<file path="config.mk">
export PLATFORM = sky130hd
export DESIGN_NAME = sida_ctrl
export DESIGN_NICKNAME = d
export VERILOG_FILES = /design/src/hw/rtl/sida_pkg.sv /design/src/hw/rtl/sida_ctrl.sv
export SDC_FILE = /design/constraint.sdc
export NUM_CORES = 1
export LEC_CHECK = 0
export BUFFER_PORTS_ARGS = -buffer_cell sky130_fd_sc_hd__buf_4
export CAP_MARGIN = 30
export CELL_PAD_IN_SITES_DETAIL_PLACEMENT = 1
export CELL_PAD_IN_SITES_GLOBAL_PLACEMENT = 1
export CORE_AREA = 2 2 39 41
export CTS_CLUSTER_DIAMETER = 30
export DETAILED_ROUTE_END_ITERATION = 8
export DIE_AREA = 0 0 41 43
export PLACE_DENSITY_LB_ADDON = 0.1
export SYNTH_ARGS = -nofsm -noshare
export SYNTH_HDL_FRONTEND = slang
export SYNTH_SLANG_ARGS = --single-unit
</file>
<file path="constraint.sdc">
create_clock -name clock -period 1.77 [get_ports clock]
set_input_delay 0.354 -clock clock [delete_from_list [all_inputs] [get_ports clock]]
set_output_delay 0.354 -clock clock [all_outputs]
set_load 0.02 [all_outputs]
</file>
<file path="src/hw/rtl/sida_pkg.sv">
// Shared constants and controller/datapath signal groups for the converter.
// No dependencies.
package sida_pkg;

   localparam int unsigned DIGIT_COUNT = 10;
   localparam int unsigned IDX_W       = $clog2(DIGIT_COUNT);
   localparam int unsigned CNT_W       = $clog2(DIGIT_COUNT + 1);

   localparam logic [7:0]  CHAR_ZERO   = 8'd48;
   localparam logic [7:0]  CHAR_MINUS  = 8'd45;
   localparam logic [31:0] RADIX       = 32'd10;
   localparam logic [31:0] RECIP_TEN   = 32'hCCCC_CCCD;
   localparam int unsigned RECIP_SHIFT = 35;

   typedef struct packed {
      logic load;
      logic divide;
      logic pop;
      logic sign_sel;
   } sida_cmd_type;

   typedef struct packed {
      logic mag_small;
      logic negative;
      logic last_digit;
   } sida_sts_type;

endpackage

</file>
<file path="src/hw/rtl/sida_ctrl.sv">
// Controller: sequences load, digit extraction, sign and digit output.
// Depends on sida_pkg.
module sida_ctrl (
   input  logic                   clock,
   input  logic                   reset,
   input  logic                   req_valid,
   output logic                   req_stall,
   output logic                   rsp_valid,
   input  logic                   rsp_stall,
   input  sida_pkg::sida_sts_type sts,
   output sida_pkg::sida_cmd_type cmd
);

   localparam logic [1:0] ST_IDLE = 2'd0;
   localparam logic [1:0] ST_DIV  = 2'd1;
   localparam logic [1:0] ST_SIGN = 2'd2;
   localparam logic [1:0] ST_EMIT = 2'd3;

   logic [1:0] state_ff, state_in;

   always_comb begin
      state_in = state_ff;
      cmd      = '0;
      unique case (state_ff)
         ST_IDLE: begin
            if (req_valid) begin
               cmd.load = 1'b1;
               state_in = ST_DIV;
            end
         end
         ST_DIV: begin
            cmd.divide = 1'b1;
            if (sts.mag_small) begin
               state_in = sts.negative ? ST_SIGN : ST_EMIT;
            end
         end
         ST_SIGN: begin
            cmd.sign_sel = 1'b1;
            if (!rsp_stall) begin
               state_in = ST_EMIT;
            end
         end
         ST_EMIT: begin
            if (!rsp_stall) begin
               cmd.pop = 1'b1;
               if (sts.last_digit) begin
                  state_in = ST_IDLE;
               end
            end
         end
         default: state_in = ST_IDLE;
      endcase
   end

   always_ff @(posedge clock) begin
      if (reset) begin
         state_ff <= ST_IDLE;
      end else begin
         state_ff <= state_in;
      end
   end

   assign req_stall = state_ff != ST_IDLE;
   assign rsp_valid = (state_ff == ST_SIGN) || (state_ff == ST_EMIT);

endmodule

</file>
==> impl_metrics.json <==
{
  "grt_pass1_wl_um": 917,
  "slew_violations": 0,
  "cts.htree.levels": 1,
  "largest_reg_flops": 2,
  "synthSimpleGateAreaFrac_pct": 24.2,
  "syn_area_per_cell_um2": 9.68,
  "power.density_nw_per_um2": 1830,
  "gp_congestion": 0.674,
  "r2r_slack_ns": 0.41,
  "rsz0062_at_grt": "false",
  "insertion_delay_ns": 0.22,
  "setup.worst_path.start_class": "register",
  "worst_slew_pin_slew_ns": 0.235,
  "maxSlewHeadroom_pct": 84.4,
  "critPathMaxFanout": 5,
  "arrival_ns": 1.31,
  "top_regs": "state_ff x2",
  "setup_violations": 0,
  "top_register": "state_ff",
  "yosysWarnings": 0,
  "synth_xor_area_share_pct": 0,
  "vias": 211,
  "cts-root-buf": "clkbuf_4",
  "routed_wl_um": 509,
  "avgRoutedWirePerCell_um": 9.43,
  "cts_hold_buf": 0,
  "synthMuxAreaShare_pct": 4.49,
  "area_growth_pct": 60.7,
  "drc": 0,
  "io_buffers": 12,
  "synth_top_family_by_area": "adder cells",
  "die_w_um": 41,
  "clockBufferDepth": 2,
  "initial_utilization_pct": 16.1,
  "via_per_inst": 3.91,
  "n_fill_cell": 171,
  "grt_use_total_pct": 8.42,
  "netlist_area_um2": 223,
  "antenna_cells": 0,
  "fin_skew_ns": 0.000342,
  "min_path_type": "input pin to register",
  "design_area_um2": 358,
  "cts_tree": "built",
  "dr.pass1.iters": 3,
  "path_clk_slew_ns": 0.03,
  "die_h_um": 43,
  "nets": 52,
  "ys_seq_elements": 2,
  "fin_crit_ns": 1.67,
  "drtAntennaViolNets": 0,
  "fin_crit_sh_pct": 94.2,
  "drv_cap": 0,
  "cts_made_buffers": 3,
  "ir_drop_v": 0.000397,
  "synth_adder_area_share_pct": 28.1,
  "final_util_pct": 25.9,
  "seq_area_frac_synth_pct": 18.0,
  "cp_slowest_cell": "dfxtp_2",
  "syn_nets": 35,
  "outcome": "complete, no violations",
  "synth_cell_types": 15,
  "overflow": 0,
  "synth_compound_area_share_pct": 20.2,
  "grt_pass1_vias": 237,
  "max_freq_mhz": 600,
  "antenna_found_initial": 0,
  "placed_area_um2": 333,
  "cp.required_ns": 1.42,
  "endpoint_kind": "output pin",
  "ios": 13,
  "p_total_mw": 0.656,
  "synthCells": 23,
  "coreArea_um2": 1380,
  "dp_hpwl_um": 457,
  "cts_setup_buffers": 0,
  "drt-initial-drc-count": 2,
  "cts_resized": 0,
  "finalHoldViolCount": 0,
  "path_class": "register to output pin",
  "drive_gt1_share_pct": 60.5,
  "cp_slowest_stage_delay_ns": 0.35,
  "finalSetupTns_ns": 0,
  "fp-row-count": 14,
  "leakagePower_nw": 0.173,
  "die-area_um2": 1760,
  "cp_cell_sequence": "inv_1 > ha_1 > or2_2 > buf_4",
  "grt_max_degree": 6,
  "cts_sinks": 2
}
## through the flow
| step | std cells | hold slack, ns | setup slack, ns |
|---|---|---|---|
| 2_1_floorplan | 23 | 0.419 | 0.309 |
| 3_3_place_gp | 51 | 0.527 | 0.284 |
| 3_5_place_dp | 51 | 0.531 | 0.256 |
| 4_1_cts | 54 | 0.295 | 0.00998 |
| 5_1_grt | 54 | 0.283 | 0.00518 |
| 6_report | 54 | 0.294 | 0.103 |
## final timing paths
| path | startpoint | endpoint | depth (start not counted) |
|---|---|---|---|
| max reg2reg | state_ff[0]$_SDFFE_PP0P_ | state_ff[1]$_SDFFE_PP0P_ | 6 |
| min reg2reg | state_ff[1]$_SDFFE_PP0P_ | state_ff[1]$_SDFFE_PP0P_ | 2 |
| max | state_ff[0]$_SDFFE_PP0P_ | rsp_valid | 4 |
| min | reset | state_ff[0]$_SDFFE_PP0P_ | 2 |
## cells in the mapped netlist, drive strengths merged
| cell | instances | area share (%) |
|---|---|---|
| a211oi | 1 | 5.6 |
| and2 | 1 | 3.4 |
| dfxtp | 2 | 18 |
| ha | 5 | 28 |
| inv | 3 | 5.1 |
| mux2i | 1 | 4.5 |
| nand2 | 2 | 3.4 |
| nand2b | 2 | 5.6 |
| nor2 | 1 | 1.7 |
| nor2b | 1 | 2.8 |
| nor3 | 1 | 4.5 |
| o2111ai | 1 | 12 |
| o22ai | 1 | 2.8 |
| or2 | 1 | 2.8 |
## kinds of logic (layout without fill, tap and decap cells)
kind of cell | count (synthesis) | in the layout
compound gates | 3 | 3
fa+ha+maj | 5 | 5
simple gates | 9 | 9
mux | 1 | 1
buf+inv | 3 | 18
flops | 2 | 2
## area by class of cell
class	count	area, um^2	share of cell area [%]
flip-flops and latches	2	42.5	11.9
well taps	16	20.0	5.59
multi-input cells	18	171	47.9
clock buffers	3	22.5	6.29
repair buffers	12	90.1	25.2
inverters	3	11.3	3.15
## critical path, delay by kind of cell, from the launching register on
kind,cells,cell delay (ns)
flip-flops,1,0.35
AND/OR/NAND/NOR,1,0.27
buffers and inverters,2,0.26
adder cells (fa/ha/maj),1,0.22
## cells in the final DEF (no fill, tap or decap)
cell        n
and2_2      1
nor2b_1     1
or2_2       1
o22ai_1     1
dfxtp_2     2
inv_1       2
ha_1        5
o2111ai_4   1
mux2i_1     1
nor2_1      1
nor3_2      1
a211oi_2    1
inv_2       1
clkbuf_4    3
nand2_1     2
nand2b_1    2
buf_4      12
## metal layers
metal	up-vias	GRT usage [%]	wire length (um)	part of all wire [%]
met5	-	0	0	0
met1	96	7.67	196	39
met2	8	12.2	273	54
li1	107	-	-	-
met3	0	3.14	39	7.7
met4	0	10.0	0	0
## where the power goes
group	leakage [nW]	switching (mW)	total, mW	internal [mW]
clock network	0.0138	0.0233	0.0978	0.0745
registers	0.0172	0.0289	0.102	0.0730
logic	0.142	0.245	0.457	0.212
total	0.173	0.297	0.656	0.360
No activity file was read; power rests on OpenSTA's default activity.
